**config.mk**
```make
export PLATFORM = sky130hd
export DESIGN_NAME = bmp_pixel_row_packer_unit_flat
export DESIGN_NICKNAME = d
export VERILOG_FILES = /design/src/sv/bmpp_pkg.sv /design/src/sv/bmpp_pixel_if.sv /design/src/sv/bmpp_result_if.sv /design/src/sv/bmpp_cfg_regs.sv /design/src/sv/bmpp_chan_scale.sv /design/src/sv/bmpp_pixel_encode.sv /design/src/sv/bmp_pixel_row_packer_unit.sv /design/src/flat_wrapper.sv
export SDC_FILE = /design/constraint.sdc
export NUM_CORES = 1
export LEC_CHECK = 0
export BUFFER_PORTS_ARGS = -buffer_cell sky130_fd_sc_hd__buf_2
export CELL_PAD_IN_SITES_DETAIL_PLACEMENT = 1
export CELL_PAD_IN_SITES_GLOBAL_PLACEMENT = 1
export CORE_ASPECT_RATIO = 0.6
export CORE_UTILIZATION = 40
export CTS_CLUSTER_DIAMETER = 40
export CTS_CLUSTER_SIZE = 24
export DETAILED_ROUTE_END_ITERATION = 12
export PLACE_DENSITY_LB_ADDON = 0.1
export SYNTH_ARGS = -nofsm -noshare
export SYNTH_HDL_FRONTEND = slang
export SYNTH_SLANG_ARGS = --single-unit
```
**constraint.sdc**
```tcl
create_clock -name clk -period 6.4 [get_ports clk]
set_input_delay 0.64 -clock clk [delete_from_list [all_inputs] [get_ports clk]]
set_output_delay 0.64 -clock clk [all_outputs]
set_load 0.01 [all_outputs]
```
**src/sv/bmpp_pkg.sv**
```systemverilog
// ----------------------------------------------------------------------------
// bmpp_pkg
// Shared types and codes for the bitmap pixel row packer.
// ----------------------------------------------------------------------------
package bmpp_pkg;

  localparam int unsigned CfgIdxW  = 3;
  localparam int unsigned CfgDataW = 16;

  typedef enum logic [1:0] {
    FMT_BGR24   = 2'd0,
    FMT_BGR32   = 2'd1,
    FMT_FIELD16 = 2'd2,
    FMT_FIELD32 = 2'd3
  } pix_fmt_t;

  typedef enum logic [CfgIdxW-1:0] {
    REG_PIXEL_FORMAT = 3'd0,
    REG_RED_BITS     = 3'd1,
    REG_GREEN_BITS   = 3'd2,
    REG_BLUE_BITS    = 3'd3,
    REG_IMAGE_WIDTH  = 3'd4
  } cfg_reg_t;

  typedef struct packed {
    pix_fmt_t    pixel_format;
    logic [5:0]  red_bits;
    logic [5:0]  green_bits;
    logic [5:0]  blue_bits;
    logic [15:0] image_width;
  } cfg_t;

  typedef struct packed {
    logic [7:0] red_value;
    logic [7:0] green_value;
    logic [7:0] blue_value;
  } pixel_t;

  typedef struct packed {
    logic [31:0] byte_lanes;
    logic [2:0]  byte_count;
    logic        is_padding;
    logic        last_of_item;
    logic        status;
  } result_t;

  // encoder output toward the sequencer
  typedef struct packed {
    logic [31:0] lanes;
    logic [2:0]  count;
    logic        err;
  } enc_t;

endpackage

```
**src/sv/bmpp_pixel_if.sv**
```systemverilog
// ----------------------------------------------------------------------------
// bmpp_pixel_if
// Valid/ready channel carrying one RGB pixel per beat.
// ----------------------------------------------------------------------------
interface bmpp_pixel_if import bmpp_pkg::*; ();
  logic   valid;
  logic   ready;
  pixel_t data;

  modport source (output valid, output data, input ready);
  modport sink   (input valid, input data, output ready);
endinterface

```
**src/sv/bmpp_result_if.sv**
```systemverilog
// ----------------------------------------------------------------------------
// bmpp_result_if
// Valid/ready channel carrying one group of output bytes per beat.
// ----------------------------------------------------------------------------
interface bmpp_result_if import bmpp_pkg::*; ();
  logic    valid;
  logic    ready;
  result_t data;

  modport source (output valid, output data, input ready);
  modport sink   (input valid, input data, output ready);
endinterface

```
**src/sv/bmpp_cfg_regs.sv**
```systemverilog
// ----------------------------------------------------------------------------
// bmpp_cfg_regs
// Configuration register file, written through a plain write port.
// ----------------------------------------------------------------------------
module bmpp_cfg_regs import bmpp_pkg::*; (
  input  logic                clk,
  input  logic                rst_n,
  input  logic                cfg_we,
  input  logic [CfgIdxW-1:0]  cfg_index,
  input  logic [CfgDataW-1:0] cfg_wdata,
  output cfg_t                cfg
);

  cfg_t cfg_r;
  cfg_t cfg_nxt;

  always_comb begin
    cfg_nxt = cfg_r;
    if (cfg_we) begin
      case (cfg_index)
        REG_PIXEL_FORMAT: cfg_nxt.pixel_format = pix_fmt_t'(cfg_wdata[1:0]);
        REG_RED_BITS:     cfg_nxt.red_bits     = cfg_wdata[5:0];
        REG_GREEN_BITS:   cfg_nxt.green_bits   = cfg_wdata[5:0];
        REG_BLUE_BITS:    cfg_nxt.blue_bits    = cfg_wdata[5:0];
        REG_IMAGE_WIDTH:  cfg_nxt.image_width  = cfg_wdata;
        default:          cfg_nxt = cfg_r;   // unmapped index, write dropped
      endcase
    end
  end

  always_ff @(posedge clk) begin
    if (!rst_n) begin
      cfg_r.pixel_format <= FMT_BGR24;
      cfg_r.red_bits     <= 6'd5;
      cfg_r.green_bits   <= 6'd5;
      cfg_r.blue_bits    <= 6'd5;
      cfg_r.image_width  <= 16'd1;
    end else begin
      cfg_r <= cfg_nxt;
    end
  end

  assign cfg = cfg_r;

endmodule

```
**src/sv/bmpp_chan_scale.sv**
```systemverilog
// ----------------------------------------------------------------------------
// bmpp_chan_scale
// Scales an 8-bit channel to k bits as ceil(v*(2^k-1)/255), no divider.
// ----------------------------------------------------------------------------
module bmpp_chan_scale (
  input  logic [7:0]  chan_value,
  input  logic [5:0]  field_bits,
  output logic [31:0] field_value
);

  // v/255 is v repeated in 8-bit groups after the binary point, so
  // floor(v*2^k/255) is the top k bits of that pattern. The leftover
  // fraction is rotl(v,k)/255; subtracting v/255 gives the ceil bump.
  logic [39:0] rep;
  logic [5:0]  shamt;
  logic [39:0] top;
  logic [15:0] dbl;
  logic [7:0]  rot;

  always_comb begin
    rep         = {5{chan_value}};
    shamt       = 6'd40 - field_bits;
    top         = rep >> shamt;
    dbl         = {chan_value, chan_value} << field_bits[2:0];
    rot         = dbl[15:8];
    field_value = top[31:0] + {31'd0, (rot > chan_value)};
  end

endmodule

```
**src/sv/bmpp_pixel_encode.sv**
```systemverilog
// ----------------------------------------------------------------------------
// bmpp_pixel_encode
// Builds the little-endian byte lanes of one pixel for the current format.
// ----------------------------------------------------------------------------
module bmpp_pixel_encode import bmpp_pkg::*; (
  input  pixel_t pix,
  input  cfg_t   cfg,
  output enc_t   enc
);

  logic [31:0] red_f;
  logic [31:0] green_f;
  logic [31:0] blue_f;
  logic [7:0]  bits_sum;
  logic [6:0]  red_shift;
  logic [31:0] word;

  bmpp_chan_scale u_red (
    .chan_value (pix.red_value),
    .field_bits (cfg.red_bits),
    .field_value(red_f)
  );

  bmpp_chan_scale u_green (
    .chan_value (pix.green_value),
    .field_bits (cfg.green_bits),
    .field_value(green_f)
  );

  bmpp_chan_scale u_blue (
    .chan_value (pix.blue_value),
    .field_bits (cfg.blue_bits),
    .field_value(blue_f)
  );

  always_comb begin
    bits_sum  = {2'b00, cfg.red_bits} + {2'b00, cfg.green_bits} + {2'b00, cfg.blue_bits};
    red_shift = {1'b0, cfg.green_bits} + {1'b0, cfg.blue_bits};
    word      = (red_f << red_shift) | (green_f << cfg.blue_bits) | blue_f;
    enc       = '0;
    unique case (cfg.pixel_format)
      FMT_BGR24: begin
        enc.lanes = {8'h00, pix.red_value, pix.green_value, pix.blue_value};
        enc.count = 3'd3;
      end
      FMT_BGR32: begin
        enc.lanes = {8'h00, pix.red_value, pix.green_value, pix.blue_value};
        enc.count = 3'd4;
      end
      FMT_FIELD16: begin
        if (bits_sum > 8'd16) begin
          enc.err = 1'b1;
        end else begin
          enc.lanes = {16'h0000, word[15:0]};
          enc.count = 3'd2;
        end
      end
      FMT_FIELD32: begin
        if (bits_sum > 8'd32) begin
          enc.err = 1'b1;
        end else begin
          enc.lanes = word;
          enc.count = 3'd4;
        end
      end
      default: enc = '0;
    endcase
  end

endmodule

```
**src/sv/bmp_pixel_row_packer_unit.sv**
```systemverilog
// ----------------------------------------------------------------------------
// bmp_pixel_row_packer_unit
// Packs RGB pixels into bitmap pixel-array bytes with row-end padding.
// ----------------------------------------------------------------------------
// One pixel is taken per beat into the input register, then encoded; its
// bytes land in the output register once that register is free. A new
// pixel is accepted every cycle while the output is not stalled.
// A pixel that ends a row and needs padding (24-bit with width mod 4 not
// zero, 16-bit with odd width) gives a second result, a zero-padding beat,
// through the single output register, and stays in the input register
// until that beat goes out. Unsupported field lengths give one status beat
// and leave the column count alone. Configuration must be written only
// while idle; the block itself does not enforce it.
// ----------------------------------------------------------------------------
module bmp_pixel_row_packer_unit import bmpp_pkg::*; (
  input  logic                clk,
  input  logic                rst_n,
  bmpp_pixel_if.sink          in_chan,
  bmpp_result_if.source       out_chan,
  input  logic                cfg_we,
  input  logic [CfgIdxW-1:0]  cfg_index,
  input  logic [CfgDataW-1:0] cfg_wdata
);

  cfg_t        cfg;
  enc_t        enc;

  logic        s1_valid_r, s1_valid_nxt;
  pixel_t      s1_pix_r, s1_pix_nxt;
  logic        pad_pend_r, pad_pend_nxt;
  logic [2:0]  pad_len_r, pad_len_nxt;
  logic [15:0] col_r, col_nxt;
  logic        out_valid_r, out_valid_nxt;
  result_t     out_res_r, out_res_nxt;

  logic        out_free;
  logic        s1_done;
  logic        in_take;
  logic [15:0] w_eff;
  logic [16:0] col_inc;
  logic        row_end;
  logic [2:0]  pad;

  bmpp_cfg_regs u_cfg (
    .clk      (clk),
    .rst_n    (rst_n),
    .cfg_we   (cfg_we),
    .cfg_index(cfg_index),
    .cfg_wdata(cfg_wdata),
    .cfg      (cfg)
  );

  bmpp_pixel_encode u_enc (
    .pix(s1_pix_r),
    .cfg(cfg),
    .enc(enc)
  );

  always_comb begin
    w_eff   = (cfg.image_width == 16'd0) ? 16'd1 : cfg.image_width;
    col_inc = {1'b0, col_r} + 17'd1;
    row_end = col_inc >= {1'b0, w_eff};
    pad     = 3'd0;
    if (row_end) begin
      if (cfg.pixel_format == FMT_BGR24) begin
        pad = {1'b0, w_eff[1:0]};
      end else if (cfg.pixel_format == FMT_FIELD16 && w_eff[0]) begin
        pad = 3'd2;
      end
    end

    out_free = !out_valid_r || out_chan.ready;
    s1_done  = out_free && (pad_pend_r || (s1_valid_r && (enc.err || pad == 3'd0)));
    in_take  = in_chan.valid && (!s1_valid_r || s1_done);

    s1_valid_nxt  = s1_valid_r;
    s1_pix_nxt    = s1_pix_r;
    pad_pend_nxt  = pad_pend_r;
    pad_len_nxt   = pad_len_r;
    col_nxt       = col_r;
    out_valid_nxt = out_valid_r && !out_chan.ready;
    out_res_nxt   = out_res_r;

    if (pad_pend_r && out_free) begin
      // second beat of a row-end pixel: zero padding
      out_valid_nxt           = 1'b1;
      out_res_nxt.byte_lanes  = 32'd0;
      out_res_nxt.byte_count  = pad_len_r;
      out_res_nxt.is_padding  = 1'b1;
      out_res_nxt.last_of_item = 1'b1;
      out_res_nxt.status      = 1'b0;
      pad_pend_nxt            = 1'b0;
    end else if (s1_valid_r && out_free) begin
      out_valid_nxt           = 1'b1;
      out_res_nxt.byte_lanes  = enc.lanes;
      out_res_nxt.byte_count  = enc.count;
      out_res_nxt.is_padding  = 1'b0;
      out_res_nxt.status      = enc.err;
      if (enc.err) begin
        out_res_nxt.last_of_item = 1'b1;
      end else begin
        out_res_nxt.last_of_item = (pad == 3'd0);
        col_nxt      = row_end ? 16'd0 : col_inc[15:0];
        pad_pend_nxt = (pad != 3'd0);
        pad_len_nxt  = pad;
      end
    end

    if (s1_done) begin
      s1_valid_nxt = 1'b0;
    end
    if (in_take) begin
      s1_valid_nxt = 1'b1;
      s1_pix_nxt   = in_chan.data;
    end
  end

  always_ff @(posedge clk) begin
    if (!rst_n) begin
      s1_valid_r  <= 1'b0;
      pad_pend_r  <= 1'b0;
      col_r       <= 16'd0;
      out_valid_r <= 1'b0;
    end else begin
      s1_valid_r  <= s1_valid_nxt;
      pad_pend_r  <= pad_pend_nxt;
      col_r       <= col_nxt;
      out_valid_r <= out_valid_nxt;
    end
  end

  always_ff @(posedge clk) begin
    s1_pix_r  <= s1_pix_nxt;
    pad_len_r <= pad_len_nxt;
    out_res_r <= out_res_nxt;
  end

  assign in_chan.ready  = !s1_valid_r || s1_done;
  assign out_chan.valid = out_valid_r;
  assign out_chan.data  = out_res_r;

endmodule

```
**src/flat_wrapper.sv**
```systemverilog
// flat-port wrapper written by rule: the top's interface ports become plain ports
module bmp_pixel_row_packer_unit_flat import bmpp_pkg::*;
  (clk, rst_n, cfg_we, cfg_index, cfg_wdata, in_chan_valid, in_chan_data, in_chan_ready, out_chan_valid, out_chan_data, out_chan_ready);
  bmpp_pixel_if in_chan_i ();
  bmpp_result_if out_chan_i ();
  input  logic clk;
  input  logic rst_n;
  input  logic cfg_we;
  input  logic [CfgIdxW-1:0] cfg_index;
  input  logic [CfgDataW-1:0] cfg_wdata;
  input wire logic [$bits(in_chan_i.valid)-1:0] in_chan_valid;
  input wire logic [$bits(in_chan_i.data)-1:0] in_chan_data;
  output wire logic [$bits(in_chan_i.ready)-1:0] in_chan_ready;
  output wire logic [$bits(out_chan_i.valid)-1:0] out_chan_valid;
  output wire logic [$bits(out_chan_i.data)-1:0] out_chan_data;
  input wire logic [$bits(out_chan_i.ready)-1:0] out_chan_ready;
  assign in_chan_i.valid = in_chan_valid;
  assign in_chan_i.data = in_chan_data;
  assign in_chan_ready = in_chan_i.ready;
  assign out_chan_valid = out_chan_i.valid;
  assign out_chan_data = out_chan_i.data;
  assign out_chan_i.ready = out_chan_ready;
  bmp_pixel_row_packer_unit u_core (.clk(clk), .rst_n(rst_n), .in_chan(in_chan_i), .out_chan(out_chan_i), .cfg_we(cfg_we), .cfg_index(cfg_index), .cfg_wdata(cfg_wdata));
endmodule
```
# Word level (Yosys, flattened, before mapping)
# Cells that the tools add are included.
[op_classes] n_addsub=10 n_mul=0 n_div=0 n_lt_le_gt_ge=6 eq_ne=7 n_shift=8 muxes=18 bitwise_logic=5 n_reduce_logical=29
[ops] cell="$pmux 35 s4" count=1
[ops] cell="$shr 40x6->32" count=3
[ops] cell="$add 32x1->32" count=3
[ops] cell="$or 32x32->32" count=2
[ops] cell="$shl 16x3->16" count=3
[ops] cell="$mux 35" count=1
[ops] cell="$mux 16" count=2
[ops] cell="$shl 32x6->32" count=1
[ops] cell="$shl 32x7->32" count=1
[ops] cell="$gt 8x8->1" count=3
[ops] cell="$mux 19" count=1
[ops] cell="$sub 6x6->6 const A" count=3
[ops] cell="$add 16x1->17 const B" count=1
[ops] cell="$ge 17x16->1" count=1
[ops] cell="$logic_not 16->1" count=1
[ops] cell="$add 6x6->7" count=2
[ops] cell="$mux 6" count=2
[ops] cell="$reduce_and 2->1" count=6
[ops] cell="$add 7x6->8" count=1
[ops] cell="$gt 8x5->1 const B" count=1
[ops] cell="$gt 8x6->1 const B" count=1
[ops] cell="$logic_and 1x1->1" count=7
[ops] cell="$mux 1" count=7
[ops] cell="$eq 3x2->1 const B" count=2
[ops] cell="16 further kinds" count=27
[word_totals] register_bits=120 latchBits=0 mem_bits_rw=0 mem_bits_ro=0 inputBits=48 out_inout_bits=40 word_cells=101 n_memories=0

# Depth between registers and ports, before layout
# Gate-level depths: netlist (run 1).
[depth] word_depth=14 mapped_depth=32 mapped_depth_nobuf=28

# By module
# A second synthesis (run 1) with hierarchy kept.
[hier_totals] hier_cells=2326 area_unflattened_um2=17954.7
[modules_own_cells] mod="bmpp_pixel_encode" n_inst=1 cells_each=638 area_per_inst_um2=4663.2 seq_area_each_um2=0.0
[modules_own_cells] mod="bmp_pixel_row_packer_unit" n_inst=1 cells_each=410 area_per_inst_um2=3723.6 seq_area_each_um2=1951.9
[modules_own_cells] mod="bmpp_chan_scale (u_core.u_enc.u_blue)" n_inst=1 cells_each=401 area_per_inst_um2=2830.2 seq_area_each_um2=0.0
[modules_own_cells] mod="bmpp_chan_scale (u_core.u_enc.u_green)" n_inst=1 cells_each=365 area_per_inst_um2=2666.3 seq_area_each_um2=0.0
[modules_own_cells] mod="bmpp_chan_scale (u_core.u_enc.u_red)" n_inst=1 cells_each=369 area_per_inst_um2=2632.5 seq_area_each_um2=0.0
[modules_own_cells] mod="bmpp_cfg_regs" n_inst=1 cells_each=143 area_per_inst_um2=1438.9 seq_area_each_um2=720.7

# Least setup slack after synthesis (run 1)
# OpenSTA, ideal clock, no wires.
[synth_timing] kind="register to register" startpoint="register u_core.u_cfg.cfg_r, in the netlist u_core.u_cfg.cfg[17]" endpoint="register u_core.out_res_r, in the netlist u_core.out_chan.data[28]" setup_ns=0.116 arrival_time_ns=5.720 required_ns=6.284 path_slack_ns=0.564 stages_incl_launch_ff=31 n_path_buf=7 synth_period_minus_slack_ns=5.836 cell_sequence="dfxtp_1 buf_2 clkbuf_1 clkbuf_1 clkbuf_1 clkbuf_1 buf_1 mux2i_1 nand2_1 o21ai_0 mux2i_1 ha_1 nor2b_1 o21a_1 o21ai_0 nand2b_1 a21oi_1 nor2_1 a211oi_1 a21oi_1 ha_1 ha_1 nand4_1 or4_1 buf_2 nor3b_1 xor2_1 nand2_1 a221oi_1 nand4b_1 o211a_1"
[synth_between] elab_chain_len=6 elab_cells_between_ends=14 cone_classes="add/sub: 4; order compare: 2; shift: 4; mux: 2; bitwise: 2"
[synth_lines] item="from (decl)" line="bmpp_cfg_regs.sv:14" rtl="cfg_t cfg_r;"
[synth_lines] item="from (signal assigned)" line="bmpp_cfg_regs.sv:39" rtl="cfg_r <= cfg_nxt;"
[synth_lines] item="$sub 6x6->6, or another cell as far along" line="bmpp_chan_scale.sv:22" rtl="shamt = 6'd40 - field_bits;"
[synth_lines] item="$shr 40x6->32, or another cell as far along" line="bmpp_chan_scale.sv:23" rtl="top = rep >> shamt;"
[synth_lines] item="$add 32x1->32 or $or 32x32->32 (tied branches)" line="bmpp_chan_scale.sv:26, bmpp_pixel_encode.sv:39"
[synth_lines] item="$or 32x32->32" line="bmpp_pixel_encode.sv:39" rtl="word = (red_f << red_shift) | (green_f << cfg.blue_bits) | blue_f;"
[synth_lines] item="$mux 35 (*)" line="bmpp_pixel_encode.sv:59" rtl="if (bits_sum > 8'd32) begin"
[synth_lines] item="$pmux 35 s4 (*)" line="bmpp_pixel_encode.sv:41" rtl="unique case (cfg.pixel_format)"
[synth_lines] item="to (signal assigned)" line="bmp_pixel_row_packer_unit.sv:135" rtl="out_res_r <= out_res_nxt;"
[synth_lines] item="to (decl)" line="bmp_pixel_row_packer_unit.sv:34" rtl="result_t out_res_r, out_res_nxt;"
# Every way passes the cells marked *; elsewhere a longest branch is shown, timed or not.
# A chain may end at the register's enable or synchronous reset.

# Worst setup path in the final report (run 1)
[layout_timing] startpoint="register u_core.u_cfg.cfg_r, in the netlist u_core.u_cfg.cfg[17]" endpoint="register u_core.out_res_r, in the netlist u_core.out_chan.data[36]"
# Same word-level chain as after synthesis.

==> flow_summary.json, run 1 <==
{
  "status": "completed",
  "crit_slowest_cell": "a211oi_1",
  "finalHoldViolations": 0,
  "dp_cells": 3095,
  "synth.distinct_cells": 111,
  "tritoncts": "done",
  "startpoint": "u_core.u_cfg.cfg[17]",
  "num_vias": 21430,
  "r2r_end": "u_core.out_chan.data[36]",
  "reg2regPathDepth": 17,
  "p_leak_nw": 7.419,
  "clock_sinks": 119,
  "synth-edff-count": 29,
  "viasPerCell": 6.849,
  "gp_congestion": 1.024,
  "area.growth.synth_to_final_pct": 9.218,
  "path_class": "register to register",
  "yosysTopAreaCell": "dfxtp_1",
  "async_reset_ff_share_pct": 0,
  "ioPinCount": 88,
  "io_buffers": 87,
  "slew_headroom_pct": 30.05,
  "r2r_start": "u_core.u_cfg.cfg[17]",
  "routed_wl_um": 88000,
  "floorplan.rows": 60,
  "antenna_found_initial": 1,
  "regArea_um2": 2679,
  "postRouteAntennaNets": 0,
  "synth_area_um2": 18270,
  "ys.flop_type": "dfxtp_1",
  "synthCells": 2514,
  "start_util_pct": 40.70,
  "worstSkewPairLatency_ns": 0.45,
  "fmax_mhz": 165.0,
  "synth_nets": 2632,
  "htree_levels": 4,
  "hold_buffers": 0,
  "grt_pass1_vias": 20510,
  "critPathArrivalTime_ns": 6.35,
  "use_met1_pct": 56.41,
  "critical_path_peak_fanout": 23,
  "layout_min_cycle_time_ns": 6.061,
  "hpwl_um": 70140,
  "holdPathEnd": "u_core.s1_pix_r[2]",
  "cts_buffers": 17,
  "p_total_mw": 3.614,
  "synth_top_cell_area_share_pct": 9.862,
  "top_usage_layer": "met1",
  "ys_ff_latch": 119,
  "die_w_um": 277.9,
  "grt_use_total_pct": 36.99,
  "clk_pin_slew_worst_paths_ns": 0.08,
  "rrSetupSlack_ns": 0.34,
  "hp-start": "in_chan_data[2]",
  "layout_commonest_cell": "nand2_1",
  "crit_path_max_incr_delay_ns": 0.72,
  "worst_slew_pin_slew_ns": 1.048,
  "hold_class": "input port to register",
  "fin_util_pct": 44.45,
  "grt_max_degree": 56,
  "mostFrequentLayoutCells": "nand2_1 (308), nor2_1 (222), o21ai_0 (167)",
  "hold_depth": 1,
  "grt_pass1_wl_um": 133400,
  "cts_root_buffer": "clkbuf_16",
  "critical_path_required_ns": 6.69,
  "dieArea_um2": 46560,
  "fill_cells": 5614,
  "drt-pass1-iter-count": 7,
  "critPathLaunchType": "register",
  "wl_per_cell_um": 28.12,
  "setup_viol": 0,
  "drv_slew": 0,
  "ys_seq_area_share_pct": 14.63,
  "final_cell_area_um2": 19950,
  "drc": 0,
  "dpl_cell_area_um2": 19300,
  "drive_gt1_share_pct": 13.86,
  "cp_cell_sequence": "inv_1 -> ha_1 -> mux2_2 -> mux2i_1 -> nor3_1 -> a21oi_1 -> a211oi_1 -> ha_1 -> nand4_1 -> or4_1 -> buf_4 -> nor4_1 -> xor2_1 -> a31oi_1 -> a21oi_1 -> a211oi_1 -> o221ai_1",
  "grt-ovfl-total": 0,
  "instances_no_fill": 3129,
  "yosysWarningCount": 0,
  "grt_util_met2_pct": 53.21,
  "p_per_area_nw_per_um2": 181.1,
  "maxCapViolCount": 0,
  "coreArea_um2": 44890,
  "finalNetCount": 2645,
  "period_share_pct": 94.70,
  "grtUsageMet3_pct": 7.074,
  "endpoint_kind": "register",
  "synth_area_leaders": "dfxtp_1 (9.9%), nand2_1 (6.3%), mux4_2 (5.1%)",
  "fin_worst_skew_ns": 0.01837,
  "multi_input_area_um2": 14590,
  "die_h_um": 167.5,
  "tns_ns": 0,
  "peakVddDrop_uv": 187.4,
  "cts_buffer_depth": 2,
  "antenna_cells": 0,
  "drt_iter0_drc": 2529,
  "syn_avg_cell_area_um2": 7.267
}
==> cell type report <==
| cell class | count | area share [%] |
|---|---|---|
| Timing Repair Buffer | 170 | 5.305 |
| Sequential cell | 119 | 13.42 |
| Clock inverter | 15 | 0.9217 |
| Clock buffer | 17 | 2.132 |
| Multi-Input combinational cell | 2145 | 73.13 |
| Tap cell | 589 | 3.693 |
| Inverter | 74 | 1.392 |
==> power by group <==
part,total (mW),leakage [nW],internal [mW],switching [mW]
Sequential,0.947,1.01,0.847,0.100
Clock,1.07,0.292,0.592,0.479
Combinational,1.60,6.11,0.539,1.06
Total,3.61,7.42,1.98,1.64
==> per-layer routing <==
metal / vias to the layer above / share of wire (%)
met2: 1084 / 41
li1: 9514 / -
met1: 10740 / 48
met5: - / 0
met4: 0 / 1.6
met3: 92 / 9.8
==> kinds of logic after synthesis <==
kind of cell / Yosys count / share of synthesized area [%]
fa+ha+maj: 70 / 5.123
mux: 170 / 12.40
flops: 119 / 14.63
simple gates: 1046 / 28.33
xor+xnor: 102 / 4.931
compound gates: 757 / 28.71
buf+inv: 250 / 5.883
==> state kept, by name, indices dropped and copies added (netlist names) <==
register and cells:
u_core.out_chan.data 38, u_core.u_cfg.cfg 36, u_core.s1_pix_r 24, u_core.col_r 16, u_core.pad_len_r 2, u_core.out_chan.valid 1
u_core.pad_pend_r 1, u_core.s1_valid_r 1
==> synthesized netlist by cell type (15+ instances only) <==
master / instances
a21oi_1: 115
ha_1: 62
o31ai_1: 24
buf_2: 34
mux2i_1: 89
nand3_1: 102
nand2_1: 308
nand2b_1: 21
nand3b_1: 19
nor3b_1: 16
and2_1: 25
mux4_2: 41
o21ai_0: 168
o221ai_1: 16
o21ai_1: 15
a31oi_1: 35
edfxtp_1: 29
nor2b_1: 33
dfxtp_1: 90
o21a_1: 19
or2_2: 18
a21o_1: 24
mux2_2: 37
and3_1: 49
nand4_1: 32
a221oi_1: 18
nor3_1: 91
xor2_1: 49
or3_1: 31
xnor2_1: 52
clkbuf_1: 109
o22ai_1: 22
nor2_1: 223
nor4_1: 28
buf_1: 17
inv_1: 68
a21boi_0: 35
o211ai_1: 43
a211oi_1: 37
==> repair_timing <==
action | 4_1_cts | 5_1_grt
buffers inserted | 0 | 2
setup endpoints to repair | 0 | 13
resized for setup | 0 | 7
==> worst max path at each step <==
stage / slack, ns / to
after global routing: -0.007 / u_core.out_chan.data[36]
after global placement: 0.35 / u_core.out_chan.data[36]
after CTS: 0.35 / u_core.out_chan.data[36]
after floorplan: 0.56 / u_core.out_chan.data[28]
after detailed placement: 0.40 / u_core.out_chan.data[36]
final: 0.34 / u_core.out_chan.data[36]
==> through the flow <==
| stage | setup WS (ns) | hold WS, ns |
|---|---|---|
| 2_1_floorplan | 0.5637 | 0.4414 |
| 3_3_place_gp | 0.3468 | 0.4615 |
| 3_5_place_dp | 0.3991 | 0.4777 |
| 4_1_cts | 0.3541 | 0.3514 |
| 5_1_grt | -0.007399 | 0.3546 |
| 6_report | 0.3395 | 0.3614 |
==> critical path: cells and delay by family (launching register included) <==
| kind | cells | cell delay, ns |
|---|---|---|
| fa+ha+maj | 2 | 1.06 |
| mux | 2 | 0.43 |
| buf+inv | 2 | 0.35 |
| xor+xnor | 1 | 0.20 |
| flops | 1 | 0.69 |
| compound gates | 6 | 1.78 |
| simple gates | 4 | 1.35 |
Power figures use the tool's default switching activity.
==> run 2: changes to the inputs <==
CORE_UTILIZATION = 45   (was 40)
==> flow_summary.json, run 2 (synthesis results as in run 1) <==
{
  "cp_num_buf_inv": 2,
  "setup_ws_ns": 0.1581,
  "floorplan.rows": 56,
  "dpl_worst_slack_ns": 0.5215,
  "start_util_pct": 46.23,
  "fmax_mhz": 160.2,
  "grt_pass1_vias": 20500,
  "tns_ns": 0,
  "dieArea_um2": 41440,
  "hpwl_um": 71400,
  "path_class": "register to register",
  "grt-ovfl-total": 0,
  "largest_register_ffs": 38,
  "critical_path_required_ns": 6.72,
  "htree_levels": 4,
  "fin_worst_skew_ns": 0.02608,
  "layout_commonest_cell": "nand2_1",
  "seqPwrFrac_pct": 26.4,
  "gp_congestion": 1.069,
  "ioPinCount": 88,
  "p_total_mw": 3.624,
  "worstSkewPairLatency_ns": 0.47,
  "clock_sinks": 119,
  "drc": 0,
  "hold_buffers": 0,
  "tritoncts": "done",
  "peakVddDrop_uv": 159.4,
  "area.growth.synth_to_final_pct": 8.547,
  "p_per_area_nw_per_um2": 182.7,
  "drt_iter0_drc": 3212,
  "power_frac_comb_pct": 46.1,
  "switching_share_pct": 47.00,
  "mostFrequentLayoutCells": "nand2_1 (308), nor2_1 (223), o21ai_0 (168)",
  "drive_gt1_share_pct": 13.97,
  "postRouteAntennaNets": 0,
  "cts_buffers": 17,
  "period_share_pct": 97.53,
  "maxCapViolCount": 0,
  "drt-pass1-iter-count": 6,
  "critical_path_peak_fanout": 17,
  "postCtsSetupBuffers": 0,
  "endpoint_kind": "register",
  "finalNetCount": 2647,
  "dpl_cell_area_um2": 19250,
  "io_buffers": 87,
  "cts_root_buffer": "clkbuf_16",
  "cts_resized": 0,
  "rsz0062_at_grt": "no",
  "cp_top_family": "compound AO/OA/AOI/OAI gates",
  "finalHoldViolations": 0,
  "internal_power_mw": 1.920,
  "crit_slowest_cell": "a21boi_0",
  "cts_buffer_depth": 2,
  "p_leak_nw": 7.387,
  "critPathArrivalTime_ns": 6.56,
  "grt_pass1_wl_um": 133900,
  "worst_slew_pin_slew_ns": 1.177,
  "p_switching_mw": 1.703,
  "status": "completed",
  "die_w_um": 262.1,
  "coreArea_um2": 39520,
  "clkPwrFrac_pct": 27.6,
  "die_h_um": 158.1,
  "drv_slew": 0,
  "layout_min_cycle_time_ns": 6.242,
  "clk_pin_slew_worst_paths_ns": 0.09,
  "final_cell_area_um2": 19830,
  "viasPerCell": 7.198,
  "antenna_found_initial": 2,
  "cp_common_cell": "o21ai_0",
  "cp_cell_sequence": "clkinv_1 -> ha_1 -> buf_4 -> nand3b_1 -> a21boi_0 -> a211oi_1 -> o22ai_1 -> nor3_2 -> nand3_1 -> xor2_1 -> o21ai_0 -> mux2i_1 -> a22oi_1 -> nor2_1 -> o21ai_0 -> a31oi_1",
  "grt_max_degree": 56,
  "hold_class": "input port to register",
  "setup_viol": 0,
  "critPathLaunchType": "register",
  "wl_per_cell_um": 29.66,
  "num_vias": 22070,
  "slew_headroom_pct": 20.97,
  "grt_use_total_pct": 43.23,
  "routed_wl_um": 90940,
  "crit_path_max_incr_delay_ns": 0.86
}
==> run 2: power groups by stage <==
| stage | Combinational [mW] | Clock [mW] | Sequential, mW |
|---|---|---|---|
| after global routing | 1.73 | 1.02 | 0.955 |
| final | 1.67 | 0.999 | 0.955 |
| after detailed placement | 1.56 | 0 | 0.959 |
| after global placement | 1.53 | 0 | 0.959 |
| after CTS | 1.57 | 1.00 | 0.944 |
| after floorplan | 0.981 | 0 | 0.925 |
==> run 2: metal layers <==
metal / vias to the layer above / wire length [um] / global-route usage (%) / share of wire [%]
met5: - / 210 / 2.536 / 0.23
met4: 10 / 1725 / 8.450 / 1.9
met3: 149 / 13720 / 20.32 / 15
met2: 1407 / 34570 / 56.85 / 38
met1: 10990 / 40710 / 62.37 / 45
li1: 9512 / - / - / -
==> run 2: path summary, 6_finish.rpt <==
check | start | to | slack, ns | cells after the start
worst max-delay path | u_core.u_cfg.cfg[28] | u_core.out_chan.data[20] | 0.16 | 16
worst min-delay path | in_chan_data[1] | u_core.s1_pix_r[1] | 0.35 | 1
worst max register to register | u_core.u_cfg.cfg[28] | u_core.out_chan.data[20] | 0.16 | 16
worst min register to register | u_core.out_chan.data[2] | u_core.out_chan.data[2] | 0.45 | 2
==> run 2: stage by stage <==
| stage | instances | utilization [%] | hold WS (ns) |
|---|---|---|---|
| after global placement | 3032 | 48.71 | 0.4308 |
| after CTS | 3064 | 50.14 | 0.3455 |
| after floorplan | 2514 | - | 0.4414 |
| after global routing | 3064 | 50.17 | 0.3534 |
| final | 3066 | 50.18 | 0.3517 |
| after detailed placement | 3032 | 48.71 | 0.4355 |
==> run 2: final cells by class <==
type | count | area, um2
flip-flops and latches | 119 | 2680
inverters | 74 | 277.8
clock buffers | 18 | 439.2
repair buffers | 172 | 1074
fillers | 5050 | 19690
clock inverters | 14 | 127.6
multi-input cells | 2145 | 14580
diodes | 2 | 5.005
well taps | 522 | 653.1
